===== src/hdl/spf_pkg.sv =====
`timescale 1ns / 1ps

package spf_pkg;

    // Largest value the table covers; the table holds one entry per value 0..MAX_VALUE.
    localparam int MAX_VALUE   = 4095;
    localparam int TBL_DEPTH   = MAX_VALUE + 1;
    localparam int VAL_W       = 12;
    localparam int EXP_W       = 4;
    localparam int MAX_RESULTS = 5;
    localparam int CNT_W       = 3;
    localparam int DIV_CNT_W   = $clog2(VAL_W);

    localparam logic REQ_BUILD  = 1'b0;
    localparam logic REQ_FACTOR = 1'b1;

    typedef enum logic [2:0] {
        ST_FACTOR   = 3'd0,
        ST_NONE     = 3'd1,
        ST_RANGE    = 3'd2,
        ST_NOTBUILT = 3'd3,
        ST_DONE     = 3'd4
    } t_status;

    typedef enum logic [3:0] {
        S_IDLE,
        S_CLEAR,
        S_OUT_RD,
        S_OUT_CHK,
        S_IN_RD,
        S_IN_CHK,
        S_Q_RD,
        S_Q_LOOK,
        S_DIV_WAIT,
        S_EMIT,
        S_STATUS
    } t_state;

    typedef struct packed {
        logic             start;
        logic [VAL_W-1:0] dividend;
        logic [VAL_W-1:0] divisor;
    } t_div_req;

    typedef struct packed {
        logic             done;
        logic [VAL_W-1:0] quot;
        logic [VAL_W-1:0] rem;
    } t_div_rsp;

endpackage


===== src/hdl/spf_div.sv =====
`timescale 1ns / 1ps

// Restoring divider, one quotient bit per cycle.
module spf_div (
    input  logic              i_clk,
    input  logic              i_rst_n,
    input  spf_pkg::t_div_req i_req,
    output spf_pkg::t_div_rsp o_rsp
);

    logic [spf_pkg::VAL_W-1:0]     r_quo;
    logic [spf_pkg::VAL_W-1:0]     r_rem;
    logic [spf_pkg::VAL_W-1:0]     r_dvs;
    logic [spf_pkg::DIV_CNT_W-1:0] r_cnt;
    logic                          r_busy;
    logic                          r_done;

    logic [spf_pkg::VAL_W:0]   trial;
    logic [spf_pkg::VAL_W:0]   diff;
    logic                      ge;
    logic [spf_pkg::VAL_W-1:0] n_rem;

    always_comb begin
        trial = {r_rem, r_quo[spf_pkg::VAL_W-1]};
        diff  = trial - {1'b0, r_dvs};
        ge    = (trial >= {1'b0, r_dvs});
        n_rem = ge ? diff[spf_pkg::VAL_W-1:0] : trial[spf_pkg::VAL_W-1:0];
    end

    always_ff @(posedge i_clk) begin
        if (!i_rst_n) begin
            r_busy <= 1'b0;
            r_done <= 1'b0;
        end else begin
            r_done <= 1'b0;
            if (i_req.start && !r_busy) begin
                r_busy <= 1'b1;
            end else if (r_busy && (r_cnt == spf_pkg::DIV_CNT_W'(spf_pkg::VAL_W - 1))) begin
                r_busy <= 1'b0;
                r_done <= 1'b1;
            end
        end
    end

    always_ff @(posedge i_clk) begin
        if (i_req.start && !r_busy) begin
            r_quo <= i_req.dividend;
            r_dvs <= i_req.divisor;
            r_rem <= '0;
            r_cnt <= '0;
        end else if (r_busy) begin
            r_quo <= {r_quo[spf_pkg::VAL_W-2:0], ge};
            r_rem <= n_rem;
            r_cnt <= r_cnt + 1'b1;
        end
    end

    assign o_rsp.done = r_done;
    assign o_rsp.quot = r_quo;
    assign o_rsp.rem  = r_rem;

endmodule


===== config.mk =====
export PLATFORM = sky130hd
export DESIGN_NAME = spf_div
export DESIGN_NICKNAME = d
export VERILOG_FILES = /design/src/hdl/spf_pkg.sv /design/src/hdl/spf_div.sv
export SDC_FILE = /design/constraint.sdc
export NUM_CORES = 1
export LEC_CHECK = 0
export ABC_AREA = 1
export BUFFER_PORTS_ARGS = -buffer_cell sky130_fd_sc_hd__buf_2
export CORE_MARGIN = 8
export CORE_UTILIZATION = 42
export CTS_CLUSTER_SIZE = 25
export DETAILED_ROUTE_END_ITERATION = 10
export GPL_TIMING_DRIVEN = 0
export PLACE_DENSITY = 0.72
export RECOVER_POWER = 50
export SLEW_MARGIN = 20
export SYNTH_ARGS = -nofsm -noshare
export SYNTH_HDL_FRONTEND = slang
export SYNTH_SLANG_ARGS = --single-unit

===== constraint.sdc =====
create_clock -name i_clk -period 4.7 [get_ports i_clk]
set_input_delay 0.705 -clock i_clk [delete_from_list [all_inputs] [get_ports i_clk]]
set_output_delay 0.705 -clock i_clk [all_outputs]
set_load 0.03 [all_outputs]

* Word-level counts from Yosys, hierarchy flattened
Index checks and enable logic that the tools add are counted.
** Cells by class
- Add/subtract/negate cells :: 2
- Order comparisons :: 1
- Eq/ne operators :: 1
- Multiplexer cells :: 6
- Bitwise gates (word level) :: 1
- Reductions and logical operators :: 6
** Operators with widths (count)
- 2-to-1 mux 12 bit :: 3
- greater-or-equal comparator 13 x 12 -> 1 bit :: 1
- subtractor 12 bit :: 1
- adder 4 x 1 -> 4 bit (second input constant) :: 1
- equality test 4 bit (second input constant) :: 1
- nonzero test 2 bit :: 2
- 2-to-1 mux 1 bit :: 3
- logical AND 1 bit :: 2
- OR reduction 2 bit :: 1
- zero test 1 bit :: 1
- inverter 1 bit :: 1
** Word-level totals
- Register bits :: 42
- Input bits :: 27
- Output and inout port bits :: 25
- Logic and storage cells :: 23

* Longest topological paths before layout
Gate-level depths: netlist of the first run.
- Depth after elaboration :: 4
- Gate-level depth with buffers :: 12
- Depth with buffers taken out :: 12

* Least setup slack after synthesis of the first run
OpenSTA, ideal clock, no wires.
- Path type :: reg2reg
- Start :: register r_rem[7] in the netlist's numbering
- End :: register r_quo[0] in the netlist's numbering (data pin)
- Setup time :: 0.252 ns
- Arrival :: 1.741 ns
- Data required time :: 4.448 ns
- Slack :: 2.707 ns
- Stages on the path, launching flop included :: 11
- Path buffers :: 1
- Period minus slack after synthesis :: 1.993 ns
- Cell sequence :: dfxtp_1 -> ha_1 -> nand2_2 -> inv_1 -> nand2_1 -> nand2_2 -> a21oi_4 -> nand3_4 -> buf_8 -> nand2_1 -> nand2_1
** Between the ends
- Word-level cells in the longest chain between the ends :: 3
** Ends and longest elaborated chain
- from (decl) :: line spf_div.sv:12 : logic [spf_pkg::VAL_W-1:0] r_rem;
- from (signal assigned) :: line spf_div.sv:53 : r_rem <= n_rem;
- greater-or-equal comparator 13 x 12 -> 1 bit :: line spf_div.sv:26 : ge = (trial >= {1'b0, r_dvs});
- 2-to-1 mux 12 bit :: line spf_div.sv:51 : end else if (r_busy) begin
- 2-to-1 mux 12 bit :: line spf_div.sv:46 : if (i_req.start && !r_busy) begin
- to (signal assigned) :: line spf_div.sv:47 : r_quo <= i_req.dividend;
- to (signal assigned) :: line spf_div.sv:52 : r_quo <= {r_quo[spf_pkg::VAL_W-2:0], ge};
- to (decl) :: line spf_div.sv:11 : logic [spf_pkg::VAL_W-1:0] r_quo;
No other way between the ends. The select of a mux whose other input is x is not followed.
A chain may end at the register's enable or synchronous reset.

* Worst setup path in the final report of the first run
Ends and elaborated chain as after synthesis.

==> impl_metrics.toml, run 1 <==
[outcome]
status = "complete, no violations"

[floorplan]
ios = 52
die_x_um = 93.33
core_um2 = 5851
start_util_pct = 42.92
rows = 28
die_h_um = 93.33
dieArea_um2 = 8710

[place]
dp_hpwl_um = 4195
gp_congestion = 0.9204
port_buffers = 51
post-place-ws_ns = 2.331
placed_area_um2 = 2860

[global_routing]
grt_use_total_pct = 13.46
grt_pass1_wl_um = 9556
grt_pass1_vias = 2157
antenna_found_initial = 0
grt_max_degree = 22
gr-total-overflow = 0

[cells_and_area]
ff_latch_area_um2 = 1081
fill_cells = 573
post-route-util_pct = 50.21
multi_input_area_um2 = 1187
area_growth_pct = 16.99
fin_area_um2 = 2938
num_antenna_cells = 0
drive_gt1_share_pct = 18.06
nNetsFinal = 422

[yosys]
synth-seq-cells = 42
synth_area_leaders = "edfxtp_1 (29%), nand2_1 (18%), dfxtp_1 (14%)"
synth_area_um2 = 2511
post_synth_num_cell_types = 31
netlist_top_cells_count = "nand2_1 (121), inv_1 (52), edfxtp_1 (24)"
synth_nets = 364
yosysTopAreaCellShare_pct = 28.70
synth_flop_cell = "edfxtp_1"
synth-async-reset-ratio_pct = 0
synth_most_common_cell = "nand2_1"
synth_cells = 323
synth_top_area_cell = "edfxtp_1"
seq_area_frac_synth_pct = 43.05
synth_edf_count = 24
yosysWarnings = 0
postSynthAreaPerCell_um2 = 7.774

[min_path]
holdPathEnd = "r_cnt[1]"
holdPathStages = 2
hp-class = "reg -> reg"
hp-start = "r_cnt[1]"

[timing]
worst_slew_pin_slew_ns = 0.5158
max_slew_margin_pct = 65.61
hold_viol_final = 0
worst_slack_ns = 2.638
grt_setup_unrepaired = "false"
setup_violations = 0
fin_setup_tns_ns = 0
min_period_over_period_pct = 43.88
maxSlewViolCount = 0
fmax_ghz = 0.4849
period_minus_slack_ns = 2.062
skew_ns = 0.01440

[cts]
cts_sinks = 42
h-tree-depth = 2
tritoncts = "done"
hold_buffers = 0
cts_buffers = 5
cts_buffer_depth = 2
root_buffer = "clkbuf_8"
cts_setup_buffers = 0
clock_latency_ns = 0.30
clkTransAtPathRegs_ns = 0.09
cts_resized = 0

[critical_path]
cp_common_cell = "nand2_1"
path_cells = "ha_1, nand2_1, nand2_1, inv_1, nand2_2, a21oi_4, nand3_4, buf_8, nand2_1, nand2_1"
critPathMaxStageDelay_ns = 0.37
crit_family = "simple AND/OR/NAND/NOR gates"
end_kind = "flop"
worstSetupPathType = "reg -> reg"
required_ns = 4.77
r2r_slack_ns = 2.64
crit_slowest_cell = "ha_1"
critPathBufInv = 2
reg2reg_from = "r_rem[7]"
critPathArrivalTime_ns = 2.13
crit_fanout = 10
r2r_cells = 10
crit_path_start_kind = "flop"
rr_endpoint = "r_quo[0]"

[route]
routedLengthMet1_um = 2475
ant_nets = 0
routed_wl_um = 5508
met3_length_um = 194
drc_errors = 0
drt-initial-drc-count = 168
wl_per_cell_um = 12.05
wl_met2_um = 2742
first_pass_iters = 4
vias = 2199
vias_per_cell = 4.812
topRoutingLayerUsed = "met4"

[power_and_ir_drop]
power.leakage_nw = 1.482
power_density_nw_per_um2 = 525.5
ir_drop_uv = 250.9
finalPower_mw = 1.544

[flow_run]
max_cap_viol_count = 0
## through the flow
stage,hold slack [ns],std cells
CTS,0.4838,457
global route,0.5137,457
global placement,0.4551,449
floorplan,0.4440,323
finish,0.4836,457
detailed placement,0.4706,449
## registers in the layout (all words and copies together) (netlist names)
name    cells
r_busy      1
r_done      1
r_cnt       4
r_dvs      12
r_rem      12
r_quo      12
## placed cells by master (no fill, tap or decap), types with 4 or more instances in the layout
master,netlist,routed
nand4_1,11,11
ha_1,13,13
dfxtp_1,18,18
edfxtp_1,24,24
inv_1,52,52
a21oi_1,6,6
o21ai_0,5,5
clkbuf_1,3,17
clkbuf_8,0,5
xnor2_1,4,4
buf_2,2,38
nand3_2,5,5
nor2_1,17,17
nand3_1,17,17
nand2_1,121,121
## final cells by class
| type | instances | area share (%) |
|---|---|---|
| plain buffers | 7 | 1.491 |
| clock inverters | 3 | 0.8944 |
| flip-flops and latches | 42 | 36.80 |
| multi-input cells | 221 | 40.42 |
| inverters | 53 | 6.772 |
| well taps | 75 | 3.194 |
| repair buffers | 51 | 8.092 |
| clock buffers | 5 | 2.342 |
## worst min-delay path, cell delays in order (launching register included)
cell and delay [ns]:
dfxtp_1 0.34, nand2_1 0.07, nand2_1 0.04
## worst max path at each step
stage	slack (ns)	endpoint	depth (start not counted)	start
3_3_place_gp	2.36	r_dvs[10]	4	i_req[24]
4_1_cts	2.64	r_quo[0]	11	r_dvs[8]
6_report	2.64	r_quo[0]	10	r_rem[7]
3_5_place_dp	2.33	r_dvs[11]	4	i_req[24]
2_1_floorplan	2.71	r_quo[0]	10	r_rem[7]
5_1_grt	2.48	r_quo[0]	11	r_dvs[8]
## where the power goes
group / total (mW) / internal, mW / switching [mW]
combinational: 0.763 / 0.260 / 0.503
clock: 0.251 / 0.110 / 0.141
sequential: 0.530 / 0.465 / 0.0642
total: 1.54 / 0.836 / 0.708
## per-layer routing
metal / up-vias / track usage (%)
li1: 1143 / -
met3: 9 / 2.644
met2: 45 / 23.09
met1: 1002 / 16.13
met4: 0 / 5.235
met5: - / 0
## cell families after synthesis
logic type               synth area share, %
XOR/XNOR                               1.744
AO/OA/AOI/OAI                          4.186
buffers and inverters                  9.666
flip-flops                             43.05
AND/OR/NAND/NOR                        34.08
adder cells (fa/ha/maj)                7.275
No activity file was read; power rests on OpenSTA's default activity.
==> run 2: changes to the inputs <==
Settings changed: ABC_AREA 1 to 0, PLACE_DENSITY 0.72 to 0.75.
Clock period 4.7 ns to 1.8 ns, I/O delays scaled along.
==> impl_metrics.toml, run 2 <==
[critical_path]
reg2reg_from = "r_quo[11]"
worstSetupPathType = "reg -> reg"
end_kind = "flop"
rr_endpoint = "r_rem[6]"
critPathArrivalTime_ns = 2.26
required_ns = 2.04
r2r_slack_ns = -0.23
crit_slowest_cell = "edfxtp_1"
critPathMaxStageDelay_ns = 0.39
crit_path_start_kind = "flop"
r2r_cells = 9
path_cells = "inv_2, ha_4, fa_2, nand2b_4, a21oi_2, o21a_1, o31ai_1, or3_1, nand3_1"
crit_fanout = 4

[place]
placed_area_um2 = 2678
dp_hpwl_um = 3916
port_buffers = 50
gp_congestion = 0.8219
post-place-ws_ns = -0.2963

[timing]
min_period_over_period_pct = 112.5
max_slew_margin_pct = 57.23
maxSlewViolCount = 0
grt_setup_unrepaired = "true"
fmax_ghz = 0.4938
skew_ns = 0.007216
worst_slack_ns = -0.2252
period_minus_slack_ns = 2.025
setup_violations = 34
worst_slew_pin_slew_ns = 0.6392
fin_setup_tns_ns = -2.481
hold_viol_final = 0

[yosys]
synth_top_area_cell = "edfxtp_1"
synth_most_common_cell = "edfxtp_1"
synth_nets = 260
yosysTopAreaCellShare_pct = 31.48
yosysWarnings = 0
synth_area_leaders = "edfxtp_1 (31%), dfxtp_1 (16%), ha_1 (7.1%)"
synth-seq-cells = 42
seq_area_frac_synth_pct = 47.21
synth_edf_count = 24
synth_flop_cell = "edfxtp_1"
postSynthAreaPerCell_um2 = 10.46
post_synth_num_cell_types = 41
synth-async-reset-ratio_pct = 0
netlist_top_cells_count = "edfxtp_1 (24), nand2_1 (19), dfxtp_1 (18), inv_1 (18), ha_1 (13)"
synth_area_um2 = 2290
synth_cells = 219

[power_and_ir_drop]
power_density_nw_per_um2 = 1636
finalPower_mw = 4.883
ir_drop_uv = 778.5
power.leakage_nw = 1.239

[flow_run]
max_cap_viol_count = 0

[route]
routed_wl_um = 5732
drc_errors = 0
first_pass_iters = 4
ant_nets = 0
wl_per_cell_um = 15.83
drt-initial-drc-count = 100
vias = 1904
vias_per_cell = 5.260

[cts]
cts_sinks = 42
clock_latency_ns = 0.30
clkTransAtPathRegs_ns = 0.09
cts_buffer_depth = 2
root_buffer = "clkbuf_8"
h-tree-depth = 2
cts_buffers = 5
hold_buffers = 0
tritoncts = "done"

[outcome]
violations = "negative setup slack"
status = "finished, violations left"

[floorplan]
die_h_um = 89.84
die_x_um = 89.84
core_um2 = 5371
ios = 52
start_util_pct = 42.63
dieArea_um2 = 8070
rows = 27

[cells_and_area]
final_common_cell = "buf_2"
drive_gt1_share_pct = 35.17
layout_common_cells = "buf_2 (36), edfxtp_1 (24), clkbuf_1 (20)"
post-route-util_pct = 55.58
fin_area_um2 = 2985
area_growth_pct = 30.38
num_antenna_cells = 0
layout_top_registers = "r_dvs: 12 flops, r_quo: 12 flops, r_rem: 12 flops"
nNetsFinal = 330

[global_routing]
antenna_found_initial = 0
grt_max_degree = 22
grt_use_total_pct = 13.47
grt_pass1_vias = 1925
grt_pass1_wl_um = 9004
gr-total-overflow = 0

[min_path]
holdPathStages = 1
hp-start = "i_req[2]"
holdPathEnd = "r_dvs[2]"
hp-class = "in -> reg"
-- run 2: cell types whose count changed after synthesis, sizes merged, moves of 6 or more --
cell / previous run / this run
nand4: 11 / 5
mux2: 0 / 11
nor2: 21 / 8
nand2: 124 / 19
nand3: 24 / 9
inv: 53 / 18
a31oi: 0 / 7
-- run 2: cell type report --
| type | count | area [um^2] |
|---|---|---|
| Clock inverter | 2 | 13.76 |
| Sequential cell | 42 | 1090 |
| Tap cell | 72 | 90.09 |
| Timing Repair Buffer | 64 | 356.6 |
| Buffer | 9 | 62.56 |
| Multi-Input combinational cell | 149 | 1232 |
| Inverter | 18 | 67.56 |
| Clock buffer | 6 | 72.57 |
| Fill cell | 471 | 2386 |
-- run 2: cells by family (layout without fill, tap and decap cells) --
kind of cell	after synthesis	after routing	share of synthesized area, %
and+or+nand+nor	60	60	13.55
AOI/OAI and AO/OA	52	52	15.08
DFF	42	42	47.21
buffers and inverters	28	99	5.901
muxes	16	16	7.596
adders and majority gates	14	14	7.978
xor gates and xnor gates	7	7	2.678
-- run 2: power breakdown --
| group | internal, mW | leakage, nW | switching [mW] |
|---|---|---|---|
| combinational | 1.27 | 0.808 | 1.51 |
| clock | 0.274 | 0.0452 | 0.341 |
| sequential | 1.27 | 0.386 | 0.226 |
| total | 2.81 | 1.24 | 2.08 |
-- run 2: layer usage --
metal	global-route usage (%)	routed length, um	part of all wire, %	vias to the layer above
met1	16.34	2605	45	894
met3	4.572	358	6.2	7
li1	-	-	-	942
met4	4.231	64	1.1	0
met2	21.84	2704	47	61
met5	0	0	0	-
-- run 2: worst max-delay path by stage --
stage              start  endpoint  slack, ns
2_1_floorplan  r_quo[11]  r_rem[6]      -0.22
3_3_place_gp   i_req[24]  r_quo[8]      -0.25
3_5_place_dp   i_req[24]  r_quo[4]      -0.30
4_1_cts         r_dvs[0]  r_rem[6]      -0.15
5_1_grt        r_quo[11]  r_rem[6]      -0.28
6_report       r_quo[11]  r_rem[6]      -0.23
-- run 2: repair_timing --
item | 4_1_cts | 5_1_grt
cloned | 0 | 1
setup buffers | 7 | 6
resized for setup | 8 | 20
pin swaps | 5 | 9
setup endpoints to repair | 34 | 34
-- run 2: per-stage QoR --
stage | instances | hold WS, ns
floorplan | 219 | 0.3689
global placement | 341 | 0.4467
detailed placement | 341 | 0.4487
CTS | 356 | 0.1376
global route | 362 | 0.1323
finish | 362 | 0.1410
-- run 2: worst max-delay path, delay by kind of cell, from the launching register on --
kind,cells,cell delay (ns)
and+or+nand+nor,3,0.60
adders and majority gates,2,0.51
AOI/OAI and AO/OA,3,0.41
DFF,1,0.39
buffers and inverters,1,0.07
==> run 3: changes to the inputs <==
Settings changed: BUFFER_PORTS_ARGS -buffer_cell sky130_fd_sc_hd__buf_2 to unset, DONT_BUFFER_PORTS set to 1, PLACE_DENSITY 0.75 to 0.67, RECOVER_POWER 50 to 100.
==> impl_metrics.toml, run 3 (synthesized netlist as in run 2, its figures left out) <==
[outcome]
status = "finished, violations left"
violations = "negative setup slack"

[cts]
hold_buffers = 0
clock_latency_ns = 0.30
clkTransAtPathRegs_ns = 0.09
tritoncts = "done"
root_buffer = "clkbuf_8"
cts_buffers = 5
cts_sinks = 42
h-tree-depth = 2
cts_buffer_depth = 2

[critical_path]
crit_family = "flip-flops"
critPathArrivalTime_ns = 2.45
end_kind = "flop"
crit_path_start_kind = "flop"
required_ns = 2.05
critPathMaxStageDelay_ns = 0.57
path_cells = "inv_2, ha_4, fa_2, nand2b_4, a21oi_2, o21a_1, o31ai_1, or3_1, nand3_1"
crit_slowest_cell = "edfxtp_1"
crit_fanout = 3
worstSetupPathType = "reg -> reg"
critPathBufInv = 1

[timing]
max_slew_margin_pct = 56.79
period_minus_slack_ns = 2.201
grt_setup_unrepaired = "true"
setup_violations = 26
worst_slew_pin_slew_ns = 0.6458
hold_viol_final = 0
maxSlewViolCount = 0
skew_ns = 0.007687
whs_ns = 0.05751
min_period_over_period_pct = 122.3
fmax_ghz = 0.4543
worst_slack_ns = -0.4014

[power_and_ir_drop]
power_density_nw_per_um2 = 1684
ir_drop_uv = 717.2
power.leakage_nw = 1.038

[route]
first_pass_iters = 4
wl_per_cell_um = 16.78
drt-initial-drc-count = 66
vias = 1627
drc_errors = 0
vias_per_cell = 5.370
routed_wl_um = 5085
ant_nets = 0

[floorplan]
die_h_um = 89.84
dieArea_um2 = 8070
die_x_um = 89.84
ios = 52
core_um2 = 5371
rows = 27
start_util_pct = 42.63

[place]
dp_hpwl_um = 3731
post-place-ws_ns = -0.4000
port_buffers = 0
gp_congestion = 0.8107

[global_routing]
grt_pass1_vias = 1720
antenna_found_initial = 0
grt_max_degree = 22
grt_pass1_wl_um = 8390
gr-total-overflow = 0
grt_use_total_pct = 12.81

[min_path]
hp-class = "in -> reg"

[cells_and_area]
drive_gt1_share_pct = 19.05
area_growth_pct = 13.11
layout_top_registers = "r_dvs: 12 flops, r_quo: 12 flops, r_rem: 12 flops"
nNetsFinal = 271
final_common_cell = "edfxtp_1"
num_antenna_cells = 0
layout_common_cells = "edfxtp_1 (24), nand2_1 (19), inv_1 (17)"

[flow_run]
max_cap_viol_count = 0
-- run 3: cell count changes in the layout (fill, tap and decap cells not counted), moves of 2 or more --
| cell | delta |
|---|---|
| a21oi_1 | +2 |
| a21oi_4 | -2 |
| buf_2 | -34 |
| buf_4 | -11 |
| buf_6 | +2 |
| clkbuf_1 | -16 |
| dfxtp_1 | +2 |
| dfxtp_2 | -4 |
| dfxtp_4 | +2 |
| ha_1 | +5 |
| ha_4 | -5 |
-- run 3: area by class of cell --
cell class              count  area [um^2]
plain buffers              10        73.82
fillers                   492         2781
clock inverters             3        43.79
inverters                  18        67.56
flip-flops and latches     42         1092
repair buffers              4        33.78
multi-input cells         149         1120
well taps                  72        90.09
clock buffers               5        68.82
-- run 3: stage by stage --
step | instance area (um^2) | instances | total power [mW] | TNS, ns | util (%)
finish | 2590 | 303 | 4.361 | -5.219 | 48.22
global route | 2590 | 303 | 4.655 | -9.704 | 48.22
CTS | 2584 | 302 | 4.379 | -5.098 | 48.10
detailed placement | 2427 | 291 | 3.498 | -6.540 | 45.19
global placement | 2427 | 291 | 3.474 | -6.136 | 45.19
floorplan | 2337 | 219 | 3.149 | -0.9795 | -
-- run 3: worst reg2reg max path: stages (launching register included) --
cell and delay [ns]:
edfxtp_1 0.57, inv_2 0.09, ha_4 0.18, fa_2 0.34, nand2b_4 0.16, a21oi_2 0.14
o21a_1 0.19, o31ai_1 0.07, or3_1 0.32, nand3_1 0.08
-- run 3: path summary, 6_finish.rpt --
kind / start / to / slack, ns / cells past startpoint
setup / recovery: r_quo[11] / r_rem[6] / -0.40 / 9
hold / removal: i_req[5] / r_dvs[5] / 0.06 / 0
setup reg to reg: r_quo[11] / r_rem[6] / -0.40 / 9
hold reg to reg: r_cnt[3] / r_busy / 0.49 / 1
-- run 3: report_power, final --
part,internal [mW],total (mW),switching (mW)
clock,0.416,0.769,0.353
combinational,0.827,1.73,0.899
sequential,1.27,1.87,0.593
-- run 3: metal layers --
layer  share of wire (%)  GRT usage [%]
met5                   0              0
met4                 1.6          5.642
met3                 8.4          5.154
met2                  46          21.23
met1                  44          14.11
-- run 3: repair_timing --
action                                  CTS  global route
setup buffers                             3             1
endpoints found under the setup margin   34            34
gates resized for setup                  10             2
pin swaps                                 4             2
